[src/rtl/ccd_pkg.sv]
// ccd_pkg: shared types, constants and helper functions for the clock and
// calendar display unit. No dependencies.
`timescale 1ns / 1ps

package ccd_pkg;

  // Counter limits
  localparam int unsigned TenthsPerSec  = 10;
  localparam int unsigned SecsPerMin    = 60;
  localparam int unsigned MinsPerHour   = 60;
  localparam int unsigned HoursPerDay   = 24;
  localparam int unsigned DaysShortFeb  = 28;
  localparam int unsigned DaysShortMon  = 30;
  localparam int unsigned DaysLongMon   = 31;
  localparam int unsigned MonthsPerYear = 12;
  localparam int unsigned YearsPerCent  = 100;
  localparam int unsigned HoursHalfDay  = 12;

  // Reset values of the calendar
  localparam logic [4:0]  DayReset   = 5'd1;
  localparam logic [3:0]  MonthReset = 4'd1;
  localparam logic [13:0] YearReset  = 14'd2000;
  // 2000 mod 100 and (2000 / 100) mod 4
  localparam logic [6:0]  YearMod100Reset = 7'd0;
  localparam logic [1:0]  CentMod4Reset   = 2'd0;

  // Month codes with special lengths
  localparam logic [3:0] MonthFeb = 4'd2;
  localparam logic [3:0] MonthApr = 4'd4;
  localparam logic [3:0] MonthJun = 4'd6;
  localparam logic [3:0] MonthSep = 4'd9;
  localparam logic [3:0] MonthNov = 4'd11;

  // Character codes
  localparam logic [5:0] CharZero  = 6'd48;
  localparam logic [6:0] CharA     = 7'd65;
  localparam logic [6:0] CharP     = 7'd80;
  localparam logic [6:0] CharM     = 7'd77;
  localparam logic [6:0] CharSpace = 7'd32;

  // Configuration register indexes
  localparam logic RegTwelveHour = 1'b0;

  // One result item
  typedef struct packed {
    logic [5:0]  hour_tens_char;
    logic [5:0]  hour_ones_char;
    logic [5:0]  minute_tens_char;
    logic [5:0]  minute_ones_char;
    logic [5:0]  second_tens_char;
    logic [5:0]  second_ones_char;
    logic [6:0]  meridiem_char;
    logic [6:0]  meridiem_m_char;
    logic [4:0]  day_of_month;
    logic [3:0]  month_number;
    logic [13:0] year_number;
  } ccd_result_t;

  // Tens digit of a value below 64, by compare chain
  function automatic logic [2:0] tens_digit(input logic [5:0] v);
    logic [2:0] t;
    if (v >= 6'd60)      t = 3'd6;
    else if (v >= 6'd50) t = 3'd5;
    else if (v >= 6'd40) t = 3'd4;
    else if (v >= 6'd30) t = 3'd3;
    else if (v >= 6'd20) t = 3'd2;
    else if (v >= 6'd10) t = 3'd1;
    else                 t = 3'd0;
    return t;
  endfunction

  // Tens and ones ASCII characters of a value below 64, packed {tens, ones}
  function automatic logic [11:0] to_chars(input logic [5:0] v);
    logic [2:0] t;
    logic [5:0] tens10;
    logic [5:0] ones;
    t      = tens_digit(v);
    tens10 = {t, 3'b000} + {2'b00, t, 1'b0};
    ones   = v - tens10;
    return {CharZero + {3'b000, t}, CharZero + ones};
  endfunction

endpackage

[src/rtl/ccd_if.sv]
// ccd_if: valid/ready stream interfaces for the refresh input and the
// display result output. Depends on ccd_pkg.
`timescale 1ns / 1ps

interface ccd_in_if;
  logic valid;
  logic ready;
  logic tick;

  modport source (output valid, output tick, input ready);
  modport sink   (input valid, input tick, output ready);
endinterface

interface ccd_out_if;
  import ccd_pkg::*;
  logic        valid;
  logic        ready;
  logic [5:0]  hour_tens_char;
  logic [5:0]  hour_ones_char;
  logic [5:0]  minute_tens_char;
  logic [5:0]  minute_ones_char;
  logic [5:0]  second_tens_char;
  logic [5:0]  second_ones_char;
  logic [6:0]  meridiem_char;
  logic [6:0]  meridiem_m_char;
  logic [4:0]  day_of_month;
  logic [3:0]  month_number;
  logic [13:0] year_number;

  modport source (
    output valid, input ready,
    output hour_tens_char, hour_ones_char, minute_tens_char, minute_ones_char,
    output second_tens_char, second_ones_char, meridiem_char, meridiem_m_char,
    output day_of_month, month_number, year_number
  );
  modport sink (
    input valid, output ready,
    input hour_tens_char, hour_ones_char, minute_tens_char, minute_ones_char,
    input second_tens_char, second_ones_char, meridiem_char, meridiem_m_char,
    input day_of_month, month_number, year_number
  );
endinterface

[src/rtl/clock_calendar_display_unit.sv]
// clock_calendar_display_unit: tick-driven clock with Gregorian calendar and
// ASCII time display. Depends on ccd_pkg and the ccd_in_if / ccd_out_if interfaces.
//
//   channel | dir | handshake          | payload
//   --------+-----+--------------------+------------------------------------
//   in_i    | in  | valid/ready        | tick
//   out_o   | out | valid/ready        | time chars, meridiem, day/month/year
//   apb     | in  | psel/penable/pready| twelve_hour_mode at byte address 0
//
// Each transfer in gives one result in the cycle after, held in an output register.
// A new item is taken every cycle while the output register is empty or being
// drained, so the sustained rate is one item per cycle.
// Reset (asynchronous, active low) sets 00:00:00.0, 1 January 2000, 24-hour mode.
// A stall on out_o holds the result and blocks in_i only while it persists.
`timescale 1ns / 1ps

module clock_calendar_display_unit
  import ccd_pkg::*;
(
  input  logic        clk_i,
  input  logic        rst_ni,
  input  logic        psel_i,
  input  logic        penable_i,
  input  logic        pwrite_i,
  input  logic [2:0]  paddr_i,
  input  logic [31:0] pwdata_i,
  output logic [31:0] prdata_o,
  output logic        pready_o,
  ccd_in_if.sink      in_i,
  ccd_out_if.source   out_o
);

  // Configuration register
  logic mode_q;
  logic cfg_wr;

  assign pready_o = 1'b1;
  assign cfg_wr   = psel_i && penable_i && pwrite_i && (paddr_i[2] == RegTwelveHour);
  assign prdata_o = (paddr_i[2] == RegTwelveHour) ? {31'd0, mode_q} : 32'd0;

  always_ff @(posedge clk_i or negedge rst_ni) begin
    if (!rst_ni) begin
      mode_q <= 1'b0;
    end else if (cfg_wr) begin
      mode_q <= pwdata_i[0];
    end
  end

  // Clock and calendar state; year residues track the leap-year rule
  logic [3:0]  tenths_q, tenths_d;
  logic [5:0]  secs_q, secs_d;
  logic [5:0]  mins_q, mins_d;
  logic [4:0]  hours_q, hours_d;
  logic [4:0]  day_q, day_d;
  logic [3:0]  month_q, month_d;
  logic [13:0] year_q, year_d;
  logic [6:0]  ymod100_q, ymod100_d;
  logic [1:0]  cent4_q, cent4_d;

  // Output register
  logic        out_valid_q;
  ccd_result_t res_q, res_d;

  logic in_xfer;
  assign in_i.ready = !out_valid_q || out_o.ready;
  assign in_xfer    = in_i.valid && in_i.ready;

  // Next-state cascade for one item
  logic sec_step, min_step, hour_step, day_step, leap, month_end, year_step;

  always_comb begin
    tenths_d  = tenths_q;
    secs_d    = secs_q;
    mins_d    = mins_q;
    hours_d   = hours_q;
    day_d     = day_q;
    month_d   = month_q;
    year_d    = year_q;
    ymod100_d = ymod100_q;
    cent4_d   = cent4_q;

    leap = (year_q[1:0] == 2'd0) && ((ymod100_q != 7'd0) || (cent4_q == 2'd0));

    sec_step  = in_i.tick && (tenths_q >= 4'(TenthsPerSec - 1));
    min_step  = sec_step && (secs_q >= 6'(SecsPerMin - 1));
    hour_step = min_step && (mins_q >= 6'(MinsPerHour - 1));
    day_step  = hour_step && (hours_q >= 5'(HoursPerDay - 1));

    // Last day of the current month
    if (day_q < 5'(DaysShortFeb)) begin
      month_end = 1'b0;
    end else if (month_q == MonthFeb) begin
      month_end = !((day_q == 5'(DaysShortFeb)) && leap);
    end else if ((month_q == MonthApr) || (month_q == MonthJun) ||
                 (month_q == MonthSep) || (month_q == MonthNov)) begin
      month_end = (day_q >= 5'(DaysShortMon));
    end else begin
      month_end = (day_q >= 5'(DaysLongMon));
    end
    year_step = day_step && month_end && (month_q >= 4'(MonthsPerYear));

    if (in_i.tick) begin
      tenths_d = sec_step ? 4'd0 : tenths_q + 4'd1;
    end
    if (sec_step) begin
      secs_d = min_step ? 6'd0 : secs_q + 6'd1;
    end
    if (min_step) begin
      mins_d = hour_step ? 6'd0 : mins_q + 6'd1;
    end
    if (hour_step) begin
      hours_d = day_step ? 5'd0 : hours_q + 5'd1;
    end
    if (day_step) begin
      if (month_end) begin
        day_d   = DayReset;
        month_d = year_step ? MonthReset : month_q + 4'd1;
      end else begin
        day_d = day_q + 5'd1;
      end
    end

    // Year advance; the wrap to year 0 restarts both residues
    if (year_step) begin
      year_d = year_q + 14'd1;
      if (year_q == 14'h3FFF) begin
        ymod100_d = 7'd0;
        cent4_d   = 2'd0;
      end else if (ymod100_q >= 7'(YearsPerCent - 1)) begin
        ymod100_d = 7'd0;
        cent4_d   = cent4_q + 2'd1;
      end else begin
        ymod100_d = ymod100_q + 7'd1;
      end
    end
  end

  // Result from the updated state
  logic [4:0]  shown_hour;
  logic [11:0] hour_chars, min_chars, sec_chars;

  always_comb begin
    if (hours_d == 5'd0) begin
      shown_hour = 5'(HoursHalfDay);
    end else if (mode_q && (hours_d > 5'(HoursHalfDay))) begin
      shown_hour = hours_d - 5'(HoursHalfDay);
    end else begin
      shown_hour = hours_d;
    end
    hour_chars = to_chars({1'b0, shown_hour});
    min_chars  = to_chars(mins_d);
    sec_chars  = to_chars(secs_d);

    res_d.hour_tens_char   = hour_chars[11:6];
    res_d.hour_ones_char   = hour_chars[5:0];
    res_d.minute_tens_char = min_chars[11:6];
    res_d.minute_ones_char = min_chars[5:0];
    res_d.second_tens_char = sec_chars[11:6];
    res_d.second_ones_char = sec_chars[5:0];
    if (mode_q) begin
      res_d.meridiem_char   = (hours_d <= 5'(HoursHalfDay - 1)) ? CharA : CharP;
      res_d.meridiem_m_char = CharM;
    end else begin
      res_d.meridiem_char   = CharSpace;
      res_d.meridiem_m_char = CharSpace;
    end
    res_d.day_of_month = day_d;
    res_d.month_number = month_d;
    res_d.year_number  = year_d;
  end

  // State registers, updated on each input transfer
  always_ff @(posedge clk_i or negedge rst_ni) begin
    if (!rst_ni) begin
      tenths_q  <= 4'd0;
      secs_q    <= 6'd0;
      mins_q    <= 6'd0;
      hours_q   <= 5'd0;
      day_q     <= DayReset;
      month_q   <= MonthReset;
      year_q    <= YearReset;
      ymod100_q <= YearMod100Reset;
      cent4_q   <= CentMod4Reset;
    end else if (in_xfer) begin
      tenths_q  <= tenths_d;
      secs_q    <= secs_d;
      mins_q    <= mins_d;
      hours_q   <= hours_d;
      day_q     <= day_d;
      month_q   <= month_d;
      year_q    <= year_d;
      ymod100_q <= ymod100_d;
      cent4_q   <= cent4_d;
    end
  end

  // Output valid flag
  always_ff @(posedge clk_i or negedge rst_ni) begin
    if (!rst_ni) begin
      out_valid_q <= 1'b0;
    end else if (in_xfer) begin
      out_valid_q <= 1'b1;
    end else if (out_o.ready) begin
      out_valid_q <= 1'b0;
    end
  end

  // Output payload, no reset needed
  always_ff @(posedge clk_i) begin
    if (in_xfer) begin
      res_q <= res_d;
    end
  end

  assign out_o.valid            = out_valid_q;
  assign out_o.hour_tens_char   = res_q.hour_tens_char;
  assign out_o.hour_ones_char   = res_q.hour_ones_char;
  assign out_o.minute_tens_char = res_q.minute_tens_char;
  assign out_o.minute_ones_char = res_q.minute_ones_char;
  assign out_o.second_tens_char = res_q.second_tens_char;
  assign out_o.second_ones_char = res_q.second_ones_char;
  assign out_o.meridiem_char    = res_q.meridiem_char;
  assign out_o.meridiem_m_char  = res_q.meridiem_m_char;
  assign out_o.day_of_month     = res_q.day_of_month;
  assign out_o.month_number     = res_q.month_number;
  assign out_o.year_number      = res_q.year_number;

  // Assertions
  a_result_follows: assert property (@(posedge clk_i) disable iff (!rst_ni)
    in_xfer |=> out_valid_q)
    else $error("no result after input transfer");

  a_time_range: assert property (@(posedge clk_i) disable iff (!rst_ni)
    (tenths_q < 4'(TenthsPerSec)) && (secs_q < 6'(SecsPerMin)) &&
    (mins_q < 6'(MinsPerHour)) && (hours_q < 5'(HoursPerDay)))
    else $error("time counter out of range");

  a_date_range: assert property (@(posedge clk_i) disable iff (!rst_ni)
    (day_q != 5'd0) && (month_q != 4'd0) && (month_q <= 4'(MonthsPerYear)))
    else $error("date counter out of range");

  a_year_residue: assert property (@(posedge clk_i) disable iff (!rst_ni)
    (ymod100_q < 7'(YearsPerCent)) && (ymod100_q[1:0] == year_q[1:0]))
    else $error("year residue out of step with year");

endmodule

[src/flat_wrapper.sv]
// flat-port wrapper written by rule: the top's interface ports become plain ports
module clock_calendar_display_unit_flat import ccd_pkg::*;
  (clk_i, rst_ni, psel_i, penable_i, pwrite_i, paddr_i, pwdata_i, prdata_o, pready_o, in_i_valid, in_i_tick, in_i_ready, out_o_valid, out_o_ready, out_o_hour_tens_char, out_o_hour_ones_char, out_o_minute_tens_char, out_o_minute_ones_char, out_o_second_tens_char, out_o_second_ones_char, out_o_meridiem_char, out_o_meridiem_m_char, out_o_day_of_month, out_o_month_number, out_o_year_number);
  ccd_in_if in_i_i ();
  ccd_out_if out_o_i ();
  input  logic clk_i;
  input  logic rst_ni;
  input  logic psel_i;
  input  logic penable_i;
  input  logic pwrite_i;
  input  logic [2:0] paddr_i;
  input  logic [31:0] pwdata_i;
  output logic [31:0] prdata_o;
  output logic pready_o;
  input wire logic [$bits(in_i_i.valid)-1:0] in_i_valid;
  input wire logic [$bits(in_i_i.tick)-1:0] in_i_tick;
  output wire logic [$bits(in_i_i.ready)-1:0] in_i_ready;
  output wire logic [$bits(out_o_i.valid)-1:0] out_o_valid;
  input wire logic [$bits(out_o_i.ready)-1:0] out_o_ready;
  output wire logic [$bits(out_o_i.hour_tens_char)-1:0] out_o_hour_tens_char;
  output wire logic [$bits(out_o_i.hour_ones_char)-1:0] out_o_hour_ones_char;
  output wire logic [$bits(out_o_i.minute_tens_char)-1:0] out_o_minute_tens_char;
  output wire logic [$bits(out_o_i.minute_ones_char)-1:0] out_o_minute_ones_char;
  output wire logic [$bits(out_o_i.second_tens_char)-1:0] out_o_second_tens_char;
  output wire logic [$bits(out_o_i.second_ones_char)-1:0] out_o_second_ones_char;
  output wire logic [$bits(out_o_i.meridiem_char)-1:0] out_o_meridiem_char;
  output wire logic [$bits(out_o_i.meridiem_m_char)-1:0] out_o_meridiem_m_char;
  output wire logic [$bits(out_o_i.day_of_month)-1:0] out_o_day_of_month;
  output wire logic [$bits(out_o_i.month_number)-1:0] out_o_month_number;
  output wire logic [$bits(out_o_i.year_number)-1:0] out_o_year_number;
  assign in_i_i.valid = in_i_valid;
  assign in_i_i.tick = in_i_tick;
  assign in_i_ready = in_i_i.ready;
  assign out_o_valid = out_o_i.valid;
  assign out_o_i.ready = out_o_ready;
  assign out_o_hour_tens_char = out_o_i.hour_tens_char;
  assign out_o_hour_ones_char = out_o_i.hour_ones_char;
  assign out_o_minute_tens_char = out_o_i.minute_tens_char;
  assign out_o_minute_ones_char = out_o_i.minute_ones_char;
  assign out_o_second_tens_char = out_o_i.second_tens_char;
  assign out_o_second_ones_char = out_o_i.second_ones_char;
  assign out_o_meridiem_char = out_o_i.meridiem_char;
  assign out_o_meridiem_m_char = out_o_i.meridiem_m_char;
  assign out_o_day_of_month = out_o_i.day_of_month;
  assign out_o_month_number = out_o_i.month_number;
  assign out_o_year_number = out_o_i.year_number;
  clock_calendar_display_unit u_core (.clk_i(clk_i), .rst_ni(rst_ni), .psel_i(psel_i), .penable_i(penable_i), .pwrite_i(pwrite_i), .paddr_i(paddr_i), .pwdata_i(pwdata_i), .prdata_o(prdata_o), .pready_o(pready_o), .in_i(in_i_i), .out_o(out_o_i));
endmodule
[config.mk]
export PLATFORM = sky130hd
export DESIGN_NAME = clock_calendar_display_unit_flat
export DESIGN_NICKNAME = d
export VERILOG_FILES = /design/src/rtl/ccd_pkg.sv /design/src/rtl/ccd_if.sv /design/src/rtl/clock_calendar_display_unit.sv /design/src/flat_wrapper.sv
export SDC_FILE = /design/constraint.sdc
export NUM_CORES = 1
export LEC_CHECK = 0
export ABC_AREA = 1
export BUFFER_PORTS_ARGS = -buffer_cell sky130_fd_sc_hd__buf_4
export CORE_AREA = 3 3 148 93
export DETAILED_ROUTE_END_ITERATION = 6
export DIE_AREA = 0 0 151 96
export PLACE_DENSITY = 0.79
export SLEW_MARGIN = 30
export SYNTH_ARGS = -nofsm -noshare
export SYNTH_HDL_FRONTEND = slang
export SYNTH_SLANG_ARGS = --single-unit
[constraint.sdc]
create_clock -name clk_i -period 5.3 [get_ports clk_i]
set_input_delay 0.265 -clock clk_i [delete_from_list [all_inputs] [get_ports clk_i]]
set_output_delay 0.265 -clock clk_i [all_outputs]
set_load 0.02 [all_outputs]
**Yosys cells after proc, flatten, opt, wreduce, memory -nomap -nowiden**

Index checks and enable logic that the tools add are counted.

- Flip-flop bits (word level): 128
- Input bits: 43
- Output and inout port bits: 108
- Logic and storage cells: 155

- $add $sub $neg: 22
- Magnitude comparators: 29
- Equal/unequal tests: 7
- Multiplexer cells: 45
- Bitwise gates (word level): 1
- Reductions and logical operators: 29

Operator list:

| kind | count |
|---|---|
| $ge A6 B6 Y1 const B | 8 |
| $mux W3 | 15 |
| $mux W5 | 7 |
| $ge A5 B5 Y1 const B | 5 |
| $ge A6 B5 Y1 const B | 4 |
| $mux W6 | 4 |
| $mux W7 | 3 |
| $add A5 B4 Y6 const A | 3 |
| $add A6 B4 Y6 | 3 |
| $add A6 B6 Y6 const A | 3 |
| $ge A5 B6 Y1 const B | 3 |
| $mux W4 | 4 |
| $add A14 B1 Y14 const B | 1 |
| $eq A14 B14 Y1 const B | 1 |
| $mux W14 | 1 |
| $logic_and A1 B1 Y1 | 13 |
| $add A6 B1 Y6 const B | 2 |
| $ge A6 B4 Y1 const B | 2 |
| $sub A6 B6 Y6 | 2 |
| $add A5 B1 Y5 const B | 2 |
| $mux W1 | 9 |
| $add A4 B1 Y4 const B | 2 |
| $eq A4 B3 Y1 const B | 2 |
| $eq A4 B4 Y1 const B | 2 |
| 22 further kinds | 32 |

**Logic depth before layout (Yosys ltp)**

- Word-level depth: 21
- Mapped depth: 28
- Gate-level depth less buffers: 28

**Least setup slack after synthesis**

OpenSTA, ideal clock, no wires.

- Kind: register to register
- Start: register u_core.tenths_q[1]
- End: register u_core.res_q, in the netlist u_core.out_o.second_ones_char[5] (data pin)
- Library setup time: 254 ps
- Arrival time: 3827 ps
- Required time: 5046 ps
- Slack: 1219 ps
- Cell stages (with the launch flop): 26
- Path buffers: 0
- Period minus slack after synthesis: 4081 ps
- Path through: dfrtp_1 > inv_1 > ha_1 > inv_1 > nand3_1 > nand2_1 > inv_1 > nand3_1 > nor2_1 > xor2_1 > nand2_1 > inv_1 > nand2_1 > nand2_1 > inv_1 > o21ai_0 > a21oi_1 > fa_1 > fa_1 > inv_1 > ha_1 > a21oi_1 > nand2_1 > xnor2_1 > xor2_1 > inv_1

RTL lines:

| item | RTL line | RTL |
|---|---|---|
| start: declaration | clock_calendar_display_unit.sv:50 | `logic [3:0] tenths_q, tenths_d;` |
| start signal: assignment | clock_calendar_display_unit.sv:185 | `tenths_q <= tenths_d;` |
| end signal: assignment | clock_calendar_display_unit.sv:211 | `res_q <= res_d;` |
| end: declaration | clock_calendar_display_unit.sv:62 | `ccd_result_t res_q, res_d;` |

**Final worst setup path**

- Start: register u_core.tenths_q[1]
- End: register u_core.res_q, in the netlist u_core.out_o.hour_ones_char[5] (data pin)

- Cells in the longest elaborated chain, start to end: 21
- Elaborated cells on any way between the ends: 28
- Those cells by class: add/sub (4); order compare (8); mux (10); reduce/logical (6)

RTL lines:

| item | RTL line | RTL |
|---|---|---|
| $ge A4 B4 Y1 * | clock_calendar_display_unit.sv:84 | `sec_step = in_i.tick && (tenths_q >= 4'(TenthsPerSec - 1));` |
| $logic_and A1 B1 Y1 * | clock_calendar_display_unit.sv:84 |  |
| $logic_and A1 B1 Y1 * | clock_calendar_display_unit.sv:85 | `min_step = sec_step && (secs_q >= 6'(SecsPerMin - 1));` |
| $logic_and A1 B1 Y1 * | clock_calendar_display_unit.sv:86 | `hour_step = min_step && (mins_q >= 6'(MinsPerHour - 1));` |
| $logic_and A1 B1 Y1 | clock_calendar_display_unit.sv:87 | `day_step = hour_step && (hours_q >= 5'(HoursPerDay - 1));` |
| $mux W5 | clock_calendar_display_unit.sv:112 | `hours_d = day_step ? 5'd0 : hours_q + 5'd1;` |
| $mux W5 * | clock_calendar_display_unit.sv:111 | `if (hour_step) begin` |
| via u_core.hours_d[3] | clock_calendar_display_unit.sv:53 | `logic [4:0] hours_q, hours_d;` |
| [7 not listed] | - |  |
| $mux W3 | ccd_pkg.sv:65 | `else if (v >= 6'd30) t = 3'd3;` |
| $mux W3 | ccd_pkg.sv:64 | `else if (v >= 6'd40) t = 3'd4;` |
| $mux W3 | ccd_pkg.sv:63 | `else if (v >= 6'd50) t = 3'd5;` |
| $mux W3 | ccd_pkg.sv:62 | `if (v >= 6'd60) t = 3'd6;` |
| $add A6 B4 Y6 | ccd_pkg.sv:78 | `tens10 = {t, 3'b000} + {2'b00, t, 1'b0};` |
| $sub A5 B6 Y6 * | ccd_pkg.sv:79 | `ones = v - tens10;` |
| $add A6 B6 Y6 * | ccd_pkg.sv:80 | `return {CharZero + {3'b000, t}, CharZero + ones};` |
| via u_core.hour_chars[5] | clock_calendar_display_unit.sv:140 | `logic [11:0] hour_chars, min_chars, sec_chars;` |

Mark *: on every way through the listed nets, which the timed path passes. The rest lies on a longest branch.
A chain may end at the register's enable or synchronous reset.

==> results.yml <==
sta:
  setup_violations_final: 0
  min_period_over_period: 0.891
  slew_headroom: 0.470
  max_freq_mhz: 212
  timing.final.hold_violations: 0
  timing_worst_slew_pin_value_ps: 795
  timing.clock.skew_ps: 6.38
  fin_crit_ps: 4720
  rsz_0062_raised_after_global_routing: "no"
  finalMaxSlewViolations: 0
  finalSetupTns_ps: 0
power:
  internal-power_mw: 2.13
  power_frac_seq: 0.379
  report.power.total_mw: 3.45
  power-per-cell-area_nw_per_um2: 456
  cellLeakagePower_nw: 3.70
  power.net_switching_mw: 1.33
  sw_ratio: 0.384
  combinational_share_of_power: 0.433
  power.clock.fraction: 0.188
  peakVddDrop_v: 0.000207
critical_path:
  crit_slowest_cell: "fa_1"
  cp.arrival_ps: 4820
  cp_data_required_time_ps: 5400
  path_common_cell: "nand2_1"
  slowest_delay_ps: 480
  setup.worst_path.start_class: "register"
  endpoint_kind: "register"
  worst-setup-path-type: "reg2reg"
  crit_fanout: 13
finish:
  mostFrequentLayoutCell: "nand2_1"
  antenna-diode-count: 0
  most-common-layout-cells: "nand2_1 (170), inv_1 (108), buf_4 (72)"
  share_of_post_route_cells_with_drive_strength_above_1: 0.160
  nNetsFinal: 930
  layout-area-overhead-vs-synth_pct: 11.3
synthesis:
  synthDistinctLibCells: 43
  mean_instance_size_in_the_synthesized_netlist_um2: 8.82
  synthFlopType: "edfxtp_1"
  share_of_flip_flops_with_an_asynchronous_set_or_reset_after_synthesis: 0.500
  synth_warnings: 0
  synthesis.instances: 772
  synth_area_um2: 6810
  postSynthRegisterBits: 110
  synth_edf_count: 55
  synth-seq-area-share: 0.446
place:
  placement.io_buffers: 70
  routabilityCongestion: 0.904
  dp.final_hpwl_um: 9190
floorplan:
  number_of_placed_i_o_pins: 151
  placementRows: 32
  floorplan.initialDensity: 0.542
  design.core.area_um2: 12600
  die_w_um: 151
  fp.dieArea_um2: 14500
  fp.dieH_um: 96
clock_network:
  root_buffer: "clkbuf_16"
  cts.hold.buffers_added: 1
  cts_buffers: 9
  clock_tree_from_tritoncts: "yes"
  cts_post_setup_buffers_inserted: 0
  insertion_delay_of_the_later_clocked_pin_in_the_worst_skew_pair_ps: 350
  cts_num_sinks: 110
  cts-root-to-sink-buffers: 2
  cts.htree.levels: 3
  postCtsResizedCells: 0
  clk_pin_slew_worst_setup_hold_paths_ps: 70
global_route:
  overflow_left_after_global_routing: 0
  number_of_global_route_vias_before_repair: 4571
  initial_antenna_violation_count: 0
  grtUsageTotal: 0.183
  grt_max_degree: 58
  grt_first_pass_wirelength_um: 21200
drt:
  drt_initial_violations: 417
  via_count: 4962
  firstDrtPassIters: 4
  drt_drc_violations_left: 0
  drt.antenna.violating_nets: 0
  route.detailed.vias_per_inst: 4.89
  wl_um: 12500
  avgRoutedWirePerCell_um: 12.4
min_path:
  hold_class: "in2reg"
status:
  run_status: "finished, final reports clean"
run:
  maxCapViolations: 0
state kept, by name, summed over array words and instances, names as in the netlist, 2 cells and up:
| register | count |
|---|---|
| u_core.out_o.hour_ones_char | 6 |
| u_core.tenths_q | 4 |
| u_core.hours_q | 5 |
| u_core.out_o.second_tens_char | 3 |
| u_core.out_o.hour_tens_char | 2 |
| u_core.cent4_q | 2 |
| u_core.out_o.meridiem_m_char | 2 |
| u_core.secs_q | 6 |
| u_core.year_q | 14 |
| u_core.out_o.second_ones_char | 6 |
| u_core.day_q | 5 |
| u_core.out_o.year_number | 14 |
| u_core.mins_q | 6 |
| u_core.month_q | 4 |
| u_core.out_o.meridiem_char | 4 |
| u_core.out_o.minute_ones_char | 6 |
| u_core.ymod100_q | 7 |
| u_core.out_o.minute_tens_char | 3 |
| u_core.out_o.day_of_month | 5 |
| u_core.out_o.month_number | 4 |
final cells by class:
cell class | instances | area (um^2)
Clock inverter | 7 | 56.3
Clock buffer | 9 | 225
Inverter | 115 | 435
Timing Repair Buffer | 73 | 551
Fill cell | 1114 | 4990
Tap cell | 170 | 213
Multi-Input combinational cell | 530 | 3060
Sequential cell | 110 | 3040
kinds of logic after synthesis:
logic type               Yosys count  synth area share
adder cells (fa/ha/maj)           48            0.0970
XOR/XNOR                          30            0.0386
AND/OR/NAND/NOR                  305             0.205
AO/OA/AOI/OAI                    100            0.0831
flip-flops                       110             0.446
other                              2           0.00110
buffers and inverters            177             0.129
stage by stage:
stage          hold slack (ps)  utilization  std cells  worst slack [ps]  area [um^2]
3_5_place_dp               372        0.580        997               648         7290
5_1_grt                    161        0.603       1014               182         7580
4_1_cts                    159        0.603       1014               592         7580
3_3_place_gp               376        0.580        997               798         7290
2_1_floorplan            -30.6            -        817              1220         6980
6_report                   170        0.603       1014               577         7580
power groups by stage:
| stage | Combinational [mW] | Sequential [mW] | Clock (mW) |
|---|---|---|---|
| after floorplan | 1.02 | 1.43 | 0 |
| after global placement | 1.45 | 1.32 | 0 |
| after detailed placement | 1.50 | 1.32 | 0 |
| after CTS | 1.51 | 1.31 | 0.667 |
| after global routing | 1.73 | 1.33 | 0.704 |
| final | 1.49 | 1.31 | 0.650 |
cells in the mapped netlist, types with 14 or more instances:
cell / instances / share of area
dfrtp_1: 47 / 0.17
xor2_1: 17 / 0.022
ha_1: 40 / 0.074
nand3_1: 41 / 0.030
buf_4: 50 / 0.055
edfxtp_1: 55 / 0.24
a21oi_1: 14 / 0.010
nand4_1: 14 / 0.013
nor2_1: 49 / 0.027
inv_1: 108 / 0.060
nand2_1: 170 / 0.094
o21ai_0: 52 / 0.038
path summary, 6_finish.rpt:
check,from,end,slack (ps),depth (start not counted)
setup / recovery,u_core.tenths_q[1],u_core.out_o.hour_ones_char[5],580,27
hold / removal,pwdata_i[0],u_core.mode_q,170,3
setup reg to reg,u_core.tenths_q[1],u_core.out_o.hour_ones_char[5],580,27
hold reg to reg,u_core.mins_q[5],u_core.mins_q[5],500,2
max in group asynchronous,rst_ni,u_core.hours_q[1],4300,2
min in group asynchronous,rst_ni,u_core.year_q[13],500,2
metal layers:
metal  share of wire  global-route usage  up-vias
met5               0                   0        -
met4           0.011              0.0535        0
met3           0.057              0.0442       13
met2            0.41               0.262      134
met1            0.52               0.275     2269
li1                -                   -     2546
worst max-delay path: cells and delay by family, from the launching register on:
family / cells / cell delay (ps)
AO/OA/AOI/OAI: 2 / 410
XOR/XNOR: 1 / 120
adder cells (fa/ha/maj): 5 / 1380
buffers and inverters: 4 / 270
flip-flops: 1 / 400
AND/OR/NAND/NOR: 15 / 1860
No activity file was read; power rests on OpenSTA's default activity.
